[config.mk]
export PLATFORM = sky130hd
export DESIGN_NAME = multi_type_resource_grant_queue_top
export DESIGN_NICKNAME = d
export VERILOG_FILES = /design/src/sv/mtrgq_pkg.sv /design/src/sv/mtrgq_ctrl.sv /design/src/sv/mtrgq_dp.sv /design/src/sv/multi_type_resource_grant_queue_top.sv
export SDC_FILE = /design/constraint.sdc
export NUM_CORES = 1
export LEC_CHECK = 0
export BUFFER_PORTS_ARGS = -buffer_cell sky130_fd_sc_hd__buf_2
export CAP_MARGIN = 30
export CORE_MARGIN = 4
export CORE_UTILIZATION = 40
export DETAILED_ROUTE_END_ITERATION = 12
export SYNTH_ARGS = -nofsm -noshare
export SYNTH_HDL_FRONTEND = slang
export SYNTH_HIERARCHICAL = 1
export SYNTH_SLANG_ARGS = --single-unit
[constraint.sdc]
create_clock -name clk -period 5 [get_ports clk]
set_input_delay 1 -clock clk [delete_from_list [all_inputs] [get_ports clk]]
set_output_delay 1 -clock clk [all_outputs]
set_load 0.02 [all_outputs]
[src/sv/mtrgq_pkg.sv]
// Shared types and constants for the multi-type resource grant queue.
package mtrgq_pkg;

	localparam int QUEUE_DEPTH_DEF = 16;
	localparam int NUM_TYPES_DEF   = 4;
	localparam int FIELD_TYPES     = 4;
	localparam int ID_W            = 8;
	localparam int DEM_W           = 4;
	localparam int UNIT_W          = 8;
	localparam int CNT_OUT_W       = 5;
	localparam int ADDR_W          = 4;
	localparam int DATA_W          = 32;
	localparam int CFG_IDX_W       = 2;
	localparam logic [UNIT_W-1:0] CAP_RESET = 8'd8;

	typedef enum logic [1:0] {
		MODE_SUBMIT  = 2'd0,
		MODE_RELEASE = 2'd1,
		MODE_POLL    = 2'd2
	} mode_t;

	typedef enum logic [2:0] {
		ST_QUEUED   = 3'd0,
		ST_TOO_BIG  = 3'd1,
		ST_FULL     = 3'd2,
		ST_GRANTED  = 3'd3,
		ST_NO_FIT   = 3'd4,
		ST_RELEASED = 3'd5
	} status_t;

	typedef enum logic [1:0] {
		RD_ZERO = 2'd0,
		RD_IDX1 = 2'd1,
		RD_IDX2 = 2'd2
	} rd_sel_t;

	typedef struct packed {
		logic [1:0]       mode;
		logic [ID_W-1:0]  request_id;
		logic [DEM_W-1:0] demand_type0;
		logic [DEM_W-1:0] demand_type1;
		logic [DEM_W-1:0] demand_type2;
		logic [DEM_W-1:0] demand_type3;
	} item_t;

	typedef struct packed {
		logic [2:0]           status;
		logic [ID_W-1:0]      granted_id;
		logic [CNT_OUT_W-1:0] pending_count;
	} result_t;

	// Commands from the controller to the datapath.
	typedef struct packed {
		logic    submit;
		logic    release_units;
		logic    scan_start;
		logic    scan_adv;
		logic    take;
		logic    shift;
		logic    dec_len;
		logic    finish;
		status_t fin_status;
		rd_sel_t rd_sel;
	} cmd_t;

	// Status from the datapath to the controller.
	typedef struct packed {
		logic too_big;
		logic full;
		logic len_zero;
		logic fit;
		logic more1;
		logic more2;
	} sts_t;

endpackage

[src/sv/mtrgq_ctrl.sv]
// Controller state machine: sequences submit, release, scan and compaction.
module mtrgq_ctrl (
	input  logic                clk,
	input  logic                arst_n,
	input  logic                start,
	input  logic [1:0]          mode,
	input  mtrgq_pkg::sts_t     sts,
	output mtrgq_pkg::cmd_t     cmd,
	output logic                busy
);

	typedef enum logic [2:0] {
		S_IDLE  = 3'b001,
		S_SCAN  = 3'b010,
		S_SHIFT = 3'b100
	} state_t;

	state_t state_q, state_d;

	always_ff @(posedge clk or negedge arst_n) begin
		if (!arst_n) begin
			state_q <= S_IDLE;
		end else begin
			state_q <= state_d;
		end
	end

	assign busy = (state_q != S_IDLE);

	always_comb begin
		state_d = state_q;
		cmd = '0;
		cmd.fin_status = mtrgq_pkg::ST_NO_FIT;
		cmd.rd_sel = mtrgq_pkg::RD_ZERO;
		unique case (state_q)
			S_IDLE: begin
				if (start) begin
					unique case (mode)
						mtrgq_pkg::MODE_SUBMIT: begin
							cmd.finish = 1'b1;
							if (sts.too_big) begin
								cmd.fin_status = mtrgq_pkg::ST_TOO_BIG;
							end else if (sts.full) begin
								cmd.fin_status = mtrgq_pkg::ST_FULL;
							end else begin
								cmd.submit = 1'b1;
								cmd.fin_status = mtrgq_pkg::ST_QUEUED;
							end
						end
						mtrgq_pkg::MODE_RELEASE: begin
							cmd.release_units = 1'b1;
							cmd.finish = 1'b1;
							cmd.fin_status = mtrgq_pkg::ST_RELEASED;
						end
						mtrgq_pkg::MODE_POLL: begin
							if (sts.len_zero) begin
								cmd.finish = 1'b1;
								cmd.fin_status = mtrgq_pkg::ST_NO_FIT;
							end else begin
								cmd.scan_start = 1'b1;
								cmd.rd_sel = mtrgq_pkg::RD_ZERO;
								state_d = S_SCAN;
							end
						end
						default: begin
							cmd.finish = 1'b1;
							cmd.fin_status = mtrgq_pkg::ST_NO_FIT;
						end
					endcase
				end
			end
			S_SCAN: begin
				if (sts.fit) begin
					cmd.take = 1'b1;
					if (sts.more1) begin
						cmd.rd_sel = mtrgq_pkg::RD_IDX1;
						state_d = S_SHIFT;
					end else begin
						cmd.dec_len = 1'b1;
						cmd.finish = 1'b1;
						cmd.fin_status = mtrgq_pkg::ST_GRANTED;
						state_d = S_IDLE;
					end
				end else if (sts.more1) begin
					cmd.scan_adv = 1'b1;
					cmd.rd_sel = mtrgq_pkg::RD_IDX1;
				end else begin
					cmd.finish = 1'b1;
					cmd.fin_status = mtrgq_pkg::ST_NO_FIT;
					state_d = S_IDLE;
				end
			end
			S_SHIFT: begin
				// Each cycle moves one later entry down by one place.
				cmd.shift = 1'b1;
				if (sts.more2) begin
					cmd.rd_sel = mtrgq_pkg::RD_IDX2;
				end else begin
					cmd.dec_len = 1'b1;
					cmd.finish = 1'b1;
					cmd.fin_status = mtrgq_pkg::ST_GRANTED;
					state_d = S_IDLE;
				end
			end
			default: begin
				state_d = S_IDLE;
			end
		endcase
	end

endmodule

[src/sv/mtrgq_dp.sv]
// Datapath: capacity and free counters, request memory, scan index and result register.
module mtrgq_dp #(
	parameter int QUEUE_DEPTH = mtrgq_pkg::QUEUE_DEPTH_DEF,
	parameter int NUM_TYPES   = mtrgq_pkg::NUM_TYPES_DEF
) (
	input  logic                                clk,
	input  logic                                arst_n,
	input  mtrgq_pkg::item_t                    item,
	input  mtrgq_pkg::cmd_t                     cmd,
	output mtrgq_pkg::sts_t                     sts,
	input  logic                                cfg_we,
	input  logic [mtrgq_pkg::CFG_IDX_W-1:0]     cfg_idx,
	input  logic [mtrgq_pkg::UNIT_W-1:0]        cfg_wdata,
	output logic [mtrgq_pkg::UNIT_W-1:0]        cfg_rdata,
	output logic                                done,
	output mtrgq_pkg::result_t                  result
);

	localparam int IW = $clog2(QUEUE_DEPTH);
	localparam int CW = $clog2(QUEUE_DEPTH + 1);
	localparam int EW = mtrgq_pkg::ID_W + mtrgq_pkg::DEM_W * NUM_TYPES;
	localparam int UW = mtrgq_pkg::UNIT_W;

	logic [NUM_TYPES-1:0][mtrgq_pkg::DEM_W-1:0] dem;
	logic [NUM_TYPES-1:0][mtrgq_pkg::DEM_W-1:0] rd_dem;
	logic [UW-1:0]       cap_q   [NUM_TYPES];
	logic [UW-1:0]       free_q  [NUM_TYPES];
	logic [UW-1:0]       rel_val [NUM_TYPES];
	logic [UW:0]         rel_sum [NUM_TYPES];
	logic [EW-1:0]       mem [QUEUE_DEPTH];
	logic [EW-1:0]       rdata_q;
	logic [EW-1:0]       wr_data;
	logic [IW-1:0]       wr_addr;
	logic [IW-1:0]       rd_addr;
	logic                wr_en;
	logic [IW-1:0]       idx_q;
	logic [CW-1:0]       len_q;
	logic [CW-1:0]       len_d;
	logic [CW:0]         idx_ext;
	logic [mtrgq_pkg::ID_W-1:0] gid_q;
	logic [mtrgq_pkg::ID_W-1:0] rd_id;
	logic [mtrgq_pkg::ID_W-1:0] fin_gid;
	logic                too_big;
	logic                fit;

	// Demand fields; types beyond the input fields always ask for nothing.
	for (genvar t = 0; t < NUM_TYPES; t++) begin : g_dem
		if (t == 0) begin : g_t0
			assign dem[t] = item.demand_type0;
		end else if (t == 1) begin : g_t1
			assign dem[t] = item.demand_type1;
		end else if (t == 2) begin : g_t2
			assign dem[t] = item.demand_type2;
		end else if (t == 3) begin : g_t3
			assign dem[t] = item.demand_type3;
		end else begin : g_tx
			assign dem[t] = '0;
		end
	end

	assign rd_id  = rdata_q[EW-1 -: mtrgq_pkg::ID_W];
	assign rd_dem = rdata_q[mtrgq_pkg::DEM_W*NUM_TYPES-1:0];

	always_comb begin
		too_big = 1'b0;
		fit = 1'b1;
		cfg_rdata = '0;
		for (int t = 0; t < NUM_TYPES; t++) begin
			if (UW'(dem[t]) > cap_q[t]) begin
				too_big = 1'b1;
			end
			if (UW'(rd_dem[t]) > free_q[t]) begin
				fit = 1'b0;
			end
			rel_sum[t] = {1'b0, free_q[t]} + (UW+1)'(dem[t]);
			rel_val[t] = (rel_sum[t] > {1'b0, cap_q[t]}) ? cap_q[t] : rel_sum[t][UW-1:0];
			if (t < mtrgq_pkg::FIELD_TYPES && cfg_idx == mtrgq_pkg::CFG_IDX_W'(t)) begin
				cfg_rdata = cap_q[t];
			end
		end
	end

	// Capacity registers and free counters.
	for (genvar t = 0; t < NUM_TYPES; t++) begin : g_unit
		if (t < mtrgq_pkg::FIELD_TYPES) begin : g_reg
			logic wr_hit;
			assign wr_hit = cfg_we && (cfg_idx == mtrgq_pkg::CFG_IDX_W'(t));
			always_ff @(posedge clk or negedge arst_n) begin
				if (!arst_n) begin
					cap_q[t]  <= mtrgq_pkg::CAP_RESET;
					free_q[t] <= mtrgq_pkg::CAP_RESET;
				end else if (wr_hit) begin
					cap_q[t]  <= cfg_wdata;
					free_q[t] <= cfg_wdata;
				end else if (cmd.release_units) begin
					free_q[t] <= rel_val[t];
				end else if (cmd.take) begin
					free_q[t] <= free_q[t] - UW'(rd_dem[t]);
				end
			end
		end else begin : g_none
			assign cap_q[t]  = '0;
			assign free_q[t] = '0;
		end
	end

	// Request memory: one write port, one registered read port.
	assign wr_en   = cmd.submit || cmd.shift;
	assign wr_addr = cmd.submit ? len_q[IW-1:0] : idx_q;
	assign wr_data = cmd.submit ? {item.request_id, dem} : rdata_q;

	assign idx_ext = (CW+1)'(idx_q);

	always_comb begin
		unique case (cmd.rd_sel)
			mtrgq_pkg::RD_IDX1: rd_addr = IW'(idx_ext + (CW+1)'(1));
			mtrgq_pkg::RD_IDX2: rd_addr = IW'(idx_ext + (CW+1)'(2));
			default:            rd_addr = '0;
		endcase
	end

	always_ff @(posedge clk) begin
		if (wr_en) begin
			mem[wr_addr] <= wr_data;
		end
		rdata_q <= mem[rd_addr];
	end

	assign sts.too_big  = too_big;
	assign sts.full     = (len_q == CW'(QUEUE_DEPTH));
	assign sts.len_zero = (len_q == '0);
	assign sts.fit      = fit;
	assign sts.more1    = (idx_ext + (CW+1)'(1)) < (CW+1)'(len_q);
	assign sts.more2    = (idx_ext + (CW+1)'(2)) < (CW+1)'(len_q);

	always_comb begin
		len_d = len_q;
		if (cmd.submit) begin
			len_d = len_q + CW'(1);
		end else if (cmd.dec_len) begin
			len_d = len_q - CW'(1);
		end
	end

	assign fin_gid = cmd.take ? rd_id : gid_q;

	always_ff @(posedge clk or negedge arst_n) begin
		if (!arst_n) begin
			len_q  <= '0;
			idx_q  <= '0;
			done   <= 1'b0;
		end else begin
			len_q <= len_d;
			done  <= cmd.finish;
			if (cmd.scan_start) begin
				idx_q <= '0;
			end else if (cmd.scan_adv || cmd.shift) begin
				idx_q <= idx_q + IW'(1);
			end
		end
	end

	always_ff @(posedge clk) begin
		if (cmd.take) begin
			gid_q <= rd_id;
		end
		if (cmd.finish) begin
			result.status        <= cmd.fin_status;
			result.granted_id    <= (cmd.fin_status == mtrgq_pkg::ST_GRANTED) ? fin_gid : '0;
			result.pending_count <= mtrgq_pkg::CNT_OUT_W'(len_d);
		end
	end

endmodule

[src/sv/multi_type_resource_grant_queue_top.sv]
// Submit, release and unmatched mode: the result strobe comes in the cycle after the transfer.
// Poll: the result strobe comes in the cycle after the transfer for an empty queue; else the
// request memory's single read port visits one entry per cycle, scanning and then closing the
// gap, and the strobe follows the last entry visited.
// The next item may be started in the cycle the result is shown; results cannot be stalled.
// Reset clears the queue and reloads every capacity and free counter with eight units.
module multi_type_resource_grant_queue_top #(
	parameter int QUEUE_DEPTH = mtrgq_pkg::QUEUE_DEPTH_DEF,
	parameter int NUM_TYPES   = mtrgq_pkg::NUM_TYPES_DEF
) (
	input  logic                            clk,
	input  logic                            arst_n,
	input  logic                            start,
	output logic                            busy,
	input  mtrgq_pkg::item_t                item,
	output logic                            done,
	output mtrgq_pkg::result_t              result,
	input  logic                            psel,
	input  logic                            penable,
	input  logic                            pwrite,
	input  logic [mtrgq_pkg::ADDR_W-1:0]    paddr,
	input  logic [mtrgq_pkg::DATA_W-1:0]    pwdata,
	output logic [mtrgq_pkg::DATA_W-1:0]    prdata,
	output logic                            pready
);

	mtrgq_pkg::cmd_t cmd;
	mtrgq_pkg::sts_t sts;
	logic                             cfg_we;
	logic [mtrgq_pkg::UNIT_W-1:0]     cfg_rdata;

	assign pready = 1'b1;
	assign cfg_we = psel && penable && pwrite;
	assign prdata = mtrgq_pkg::DATA_W'(cfg_rdata);

	mtrgq_ctrl u_ctrl (
		.clk    (clk),
		.arst_n (arst_n),
		.start  (start),
		.mode   (item.mode),
		.sts    (sts),
		.cmd    (cmd),
		.busy   (busy)
	);

	mtrgq_dp #(
		.QUEUE_DEPTH (QUEUE_DEPTH),
		.NUM_TYPES   (NUM_TYPES)
	) u_dp (
		.clk       (clk),
		.arst_n    (arst_n),
		.item      (item),
		.cmd       (cmd),
		.sts       (sts),
		.cfg_we    (cfg_we),
		.cfg_idx   (paddr[3:2]),
		.cfg_wdata (pwdata[mtrgq_pkg::UNIT_W-1:0]),
		.cfg_rdata (cfg_rdata),
		.done      (done),
		.result    (result)
	);

endmodule

# Yosys cells after proc, flatten, opt, wreduce, memory -nomap -nowiden
# Memory sizes are Yosys's and may differ from the RTL's. A register that Yosys moved wholly into a read port is not among the register bits.
# Cells that the tools add are included.
[classes] n_eq_ne=18 magnitude_cmp=14 muxes=73 div=0 bitwise_logic=0 n_mul=0 shift=0 n_reduce_logical=17 add_sub_neg=13
[op_table] operator="8-bit 2-to-1 mux" n=21
[op_table] operator="4-bit by 8-bit > comparator with 1-bit output" n=8
[op_table] operator="8-bit by 4-bit adder with 9-bit output" n=4
[op_table] operator="9-bit by 8-bit > comparator with 1-bit output" n=4
[op_table] operator="8-bit by 4-bit subtractor with 8-bit output" n=4
[op_table] operator="3-bit 2-to-1 mux" n=10
[op_table] operator="24-bit 2-to-1 mux" n=1
[op_table] operator="1-bit 2-to-1 mux" n=22
[op_table] operator="4-bit 2-to-1 mux" n=5
[op_table] operator="5-bit 2-to-1 mux" n=4
[op_table] operator="6-bit one-hot mux with 3 select lines" n=1
[op_table] operator="6-bit by 5-bit < comparator with 1-bit output" n=2
[op_table] operator="6-bit 2-to-1 mux" n=2
[op_table] operator="4-bit one-hot mux with 3 select lines" n=1
[op_table] operator="3-bit nonzero test" n=4
[op_table] operator="3-bit one-hot mux with 3 select lines" n=1
[op_table] operator="2-bit equality test (second input constant)" n=4
[op_table] operator="2-bit inequality test (second input constant)" n=4
[op_table] operator="4-bit one-hot mux with 2 select lines" n=1
[op_table] operator="2-bit by 1-bit equality test with 1-bit output (second input constant)" n=3
[op_table] operator="3-bit by 2-bit equality test with 1-bit output (second input constant)" n=2
[op_table] operator="1-bit logical AND" n=6
[op_table] operator="2-bit 2-to-1 mux" n=3
[op_table] operator="4-bit by 1-bit adder with 5-bit output (second input constant)" n=1
[op_table] operator="other kinds (15)" n=17
[word_totals] mem_bits_rw=384 in_bits=68 mem_count=1 romBits=0 register_bits=101 output_inout_bits=51 latch_bits=0 word_cells=152
[mem_list] memory="u_dp.mem" depth=16 width=24 read_ports=1 rd_ports_with_merged_regs=1 write_ports=1 line_no="mtrgq_dp.sv:30" text="logic [EW-1:0] mem [QUEUE_DEPTH];"

# Depth between registers and ports, before layout
[logic_depth] depth_word=12 depth_mapped=18 mapped_depth_nobuf=16

# By module
# The synthesis kept the hierarchy.
[by_module_without_submodules] module="mtrgq_dp" instances=1 cells_each=1535 area_each_um2=23069.6
[by_module_without_submodules] module="mtrgq_ctrl" instances=1 cells_each=34 area_each_um2=294.0
[by_module_without_submodules] module="multi_type_resource_grant_queue_top" instances=1 cells_each=28 area_each_um2=201.4

# Worst setup path after synthesis
# OpenSTA, ideal clock, no wires.
[synth_timing] path_type="input to register" startpoint="input item[9] (netlist name)" endpoint="memory u_dp/mem[0][0] (netlist name), enable pin" t_arrival_ns=4.400 required_ns=4.595 path_buffers=3 path_stages=12 path_slack_ns=0.195 cell_sequence="ha_1 -> nor2b_1 -> o21a_1 -> o21a_1 -> o211ai_1 -> nand4_1 -> buf_4 -> nor4_1 -> clkbuf_1 -> clkbuf_1 -> a21oi_1 -> nor2_1"
[synth_lines] element="from (decl)" line_no="multi_type_resource_grant_queue_top.sv:15" text="input mtrgq_pkg::item_t item,"
[synth_lines] element="to (decl)" line_no="mtrgq_dp.sv:30"

==> run_results.csv <==
group,metric,value,unit
logic_synthesis,ys_seq_elements,509,
drt,dr_total_vias,14100,
clocking,cts_sinks,509,
layout,stdcell_area,27100,um2
die,die_w,251,um
logic_synthesis,syn_inst,1597,
critical_path,crit_fanout,13,
layout,final_common_cell,"edfxtp_1",
logic_synthesis,ys_seq_area_frac,0.619,
clocking,cts_buffer_depth,3,
power_and_ir_drop,pwr-share-clk,0.323,
critical_path,timing.critical_path.mode_cell,"ha_1",
logic_synthesis,yosys-top-cells-area,"edfxtp_1, mux4_2, dfrtp_1",
critical_path,endpoint_kind,"register",
die,io_pins,119,
drt,drt-pass1-iter-count,5,
sta,grt_setup_unrepaired,"false",
sta,whs,0.351,ns
worst_hold_path,hp-class,"input port to asynchronous set/reset pin",
grt,grt_pass1_wl,87400,um
clocking,clk_pin_slew_worst_paths,0.07,ns
grt,grt_usage,0.180,
logic_synthesis,synth_top_area_share,0.510,
clocking,postCtsSetupBuffers,0,
critical_path,crit_type,"register to register",
critical_path,crit_chain,"ha_1, a21boi_0, or2_2, ha_1, o21ai_0, nand2b_1, a21oi_1, nand2_1, inv_1, inv_1, ha_1, nor2_4, buf_4, mux4_2, a22oi_1, nand2_1",
power_and_ir_drop,p_sw_frac,0.306,
logic_synthesis,yosys_warnings,6,
drt,drcViolationCount,0,
sta,slew_headroom,0.294,
clocking,numCtsBuffers,52,
layout,multiInputGateArea,8440,um2
sta,min_period,4.53,ns
layout,fillers,4956,
critical_path,cp-start-kind,"register",
critical_path,cp_data_required_time,5.50,ns
layout,finalCoreUtilization,0.468,
grt,antenna_found_initial,4,
layout,final_layout_size_suffix_gt1_frac,0.225,
logic_synthesis,ys.flop_type,"edfxtp_1",
logic_synthesis,synth_area_per_cell,14.8,um2
sta,setup_viol,0,
power_and_ir_drop,combPwrFrac,0.248,
die,rows,88,
placed_design,port_buffers,67,
power_and_ir_drop,internal_power,8540,uW
run,maxCapViolCount,0,
layout,final_nets,1885,
clocking,clock_latency,0.63,ns
grt,grt_pass1_vias,14300,
clocking,ctsResizeCount,0,
die,initial_core_util,0.406,
grt,grt_max_degree,42,
die,fp.dieH,251,um
status,outcome,"completed",
clocking,cts_hold_buffers,0,
power_and_ir_drop,p_leak,0.00979,uW
die,core,58000,um2
sta,min_period_over_period,0.907,
clocking,htreeDepth,2,
sta,tightest_slew,1.06,ns
sta,drv_slew,0,
sta,setup_ws,0.466,ns
power_and_ir_drop,p_switching,3770,uW
logic_synthesis,syn_area,23600,um2
die,die_area,62900,um2
critical_path,cp_data_arrival_time,5.03,ns
placed_design,dp_hpwl,37100,um
logic_synthesis,yosysTopAreaCell,"edfxtp_1",
placed_design,dp_slack,0.169,ns
drt,post_drt_wl_per_cell,22.6,um
sta,hold_viol_final,0,
clocking,tritoncts,"built",
clocking,cts_root_buf,"clkbuf_16",
logic_synthesis,synth_edf_count,400,
critical_path,cpMaxStageDelayCell,"nor2_4",
drt,drtAntennaViolNets,0,
drt,avgViaCountPerCell,5.57,
layout,mostFrequentLayoutCells,"edfxtp_1, nand2_1, mux4_2, ha_1, inv_1",
placed_design,gp_congestion,0.870,
critical_path,max_stage_delay,0.63,ns
logic_synthesis,synth_cell_types,75,
power_and_ir_drop,powerDensity,454,nW/um2
sta,tns,0,ns
grt,grt_overflow,0,
sta,fmax,221,MHz
layout,areaGrowthSynthToFinish,15.2,%
layout,ff_latch_area,14600,um2
placed_design,dpl_cell_area,25300,um2
drt,drtIter0Drc,1142,
power_and_ir_drop,peakVddDrop,0.328,mV
drt,wl,57100,um
logic_synthesis,async_reset_ff_frac,0.151,
power_and_ir_drop,p_seq_frac,0.430,
sta,skew,0.0399,ns
[cells by family (layout without fill, tap and decap cells)]
family	Yosys count	in the layout	synth area share
DFF	509	509	0.619
xor gates and xnor gates	45	45	0.0167
adders and majority gates	103	103	0.0572
AOI/OAI and AO/OA	301	301	0.0852
other	2	27	0.000319
buffers and inverters	169	307	0.0333
and+or+nand+nor	320	320	0.0685
muxes	148	148	0.119
[path summary, 6_finish.rpt]
kind | start | end | slack [ns] | cells past startpoint
setup / recovery | u_dp/idx_q[2]$_DFFE_PN0P_ | u_dp/rdata_q[1]$_DFF_P_ | 0.47 | 16
hold / removal | arst_n | u_dp/free_q[21]$_DFFE_PN0P_ | 0.35 | 1
min in group clk | u_dp/gid_q[6]$_DFF_P_ | u_dp/gid_q[6]$_DFF_P_ | 0.47 | 1
hold reg to reg | u_dp/gid_q[6]$_DFF_P_ | u_dp/gid_q[6]$_DFF_P_ | 0.47 | 1
setup reg to reg | u_dp/idx_q[2]$_DFFE_PN0P_ | u_dp/rdata_q[1]$_DFF_P_ | 0.47 | 16
max in group asynchronous | arst_n | u_ctrl/state_q[0]$_DFFE_PN1P_ | 3.67 | 2
[power groups by stage]
stage	clock network, uW	logic (uW)	registers, uW
2_1_floorplan	0	2360	5210
6_report	3970	3050	5290
4_1_cts	4050	3040	5280
3_5_place_dp	0	3010	5360
3_3_place_gp	0	2930	5350
5_1_grt	4240	3440	5320
[state kept, by name, summed over array words and instances, names as in the netlist]
name / count
u_ctrl/state_q: 3
u_dp/cap_q: 32
u_dp/done: 1
u_dp/free_q: 32
u_dp/gid_q: 8
u_dp/idx_q: 4
u_dp/len_q: 5
u_dp/mem: 384
u_dp/rdata_q: 24
u_dp/result: 16
[Yosys cell counts (all sizes together), types with 8 or more instances]
library cell  number
nor3              15
nor2b             24
xnor2             27
a21o              14
o21a              14
nand4             11
dfstp              9
nand2            114
mux2i             18
mux2              26
and3              10
nor4              12
dfrtp             68
nand3             11
fa                 8
dfxtp             32
a21oi             51
a22oi             48
buf               61
mux4             104
nand3b             9
o21ai             77
clkbuf            32
a31oi             12
edfxtp           400
a211oi            18
o221ai            12
inv               76
nor2              68
xor2              18
ha                95
nor3b              8
[final cells by class]
type / instances / share of cell area
well taps: 765 / 0.0353
diodes: 2 / 0.000184
inverters: 76 / 0.0105
repair buffers: 133 / 0.0397
multi-input cells: 942 / 0.311
clock inverters: 35 / 0.0147
flip-flops and latches: 509 / 0.538
clock buffers: 63 / 0.0509
[stage by stage]
stage,power (uW),cells
2_1_floorplan,7570,1620
5_1_grt,13000,2524
4_1_cts,12400,2520
6_report,12300,2525
3_3_place_gp,8290,2422
3_5_place_dp,8360,2422
[routing by layer]
metal | track usage | part of all wire
met1 | 0.240 | 0.42
met2 | 0.300 | 0.49
met3 | 0.0270 | 0.052
met4 | 0.0712 | 0.036
met5 | 0 | 0.00047
[critical path: cells and delay by family, from the launching register on]
kind                     cells  cell delay, ns
AND/OR/NAND/NOR              5            1.27
buffers and inverters        3            0.56
flip-flops                   1            0.56
AO/OA/AOI/OAI                4            0.74
multiplexers                 1            0.33
adder cells (fa/ha/maj)      3            0.97
Note: power is estimated with default switching activity, not from simulation.
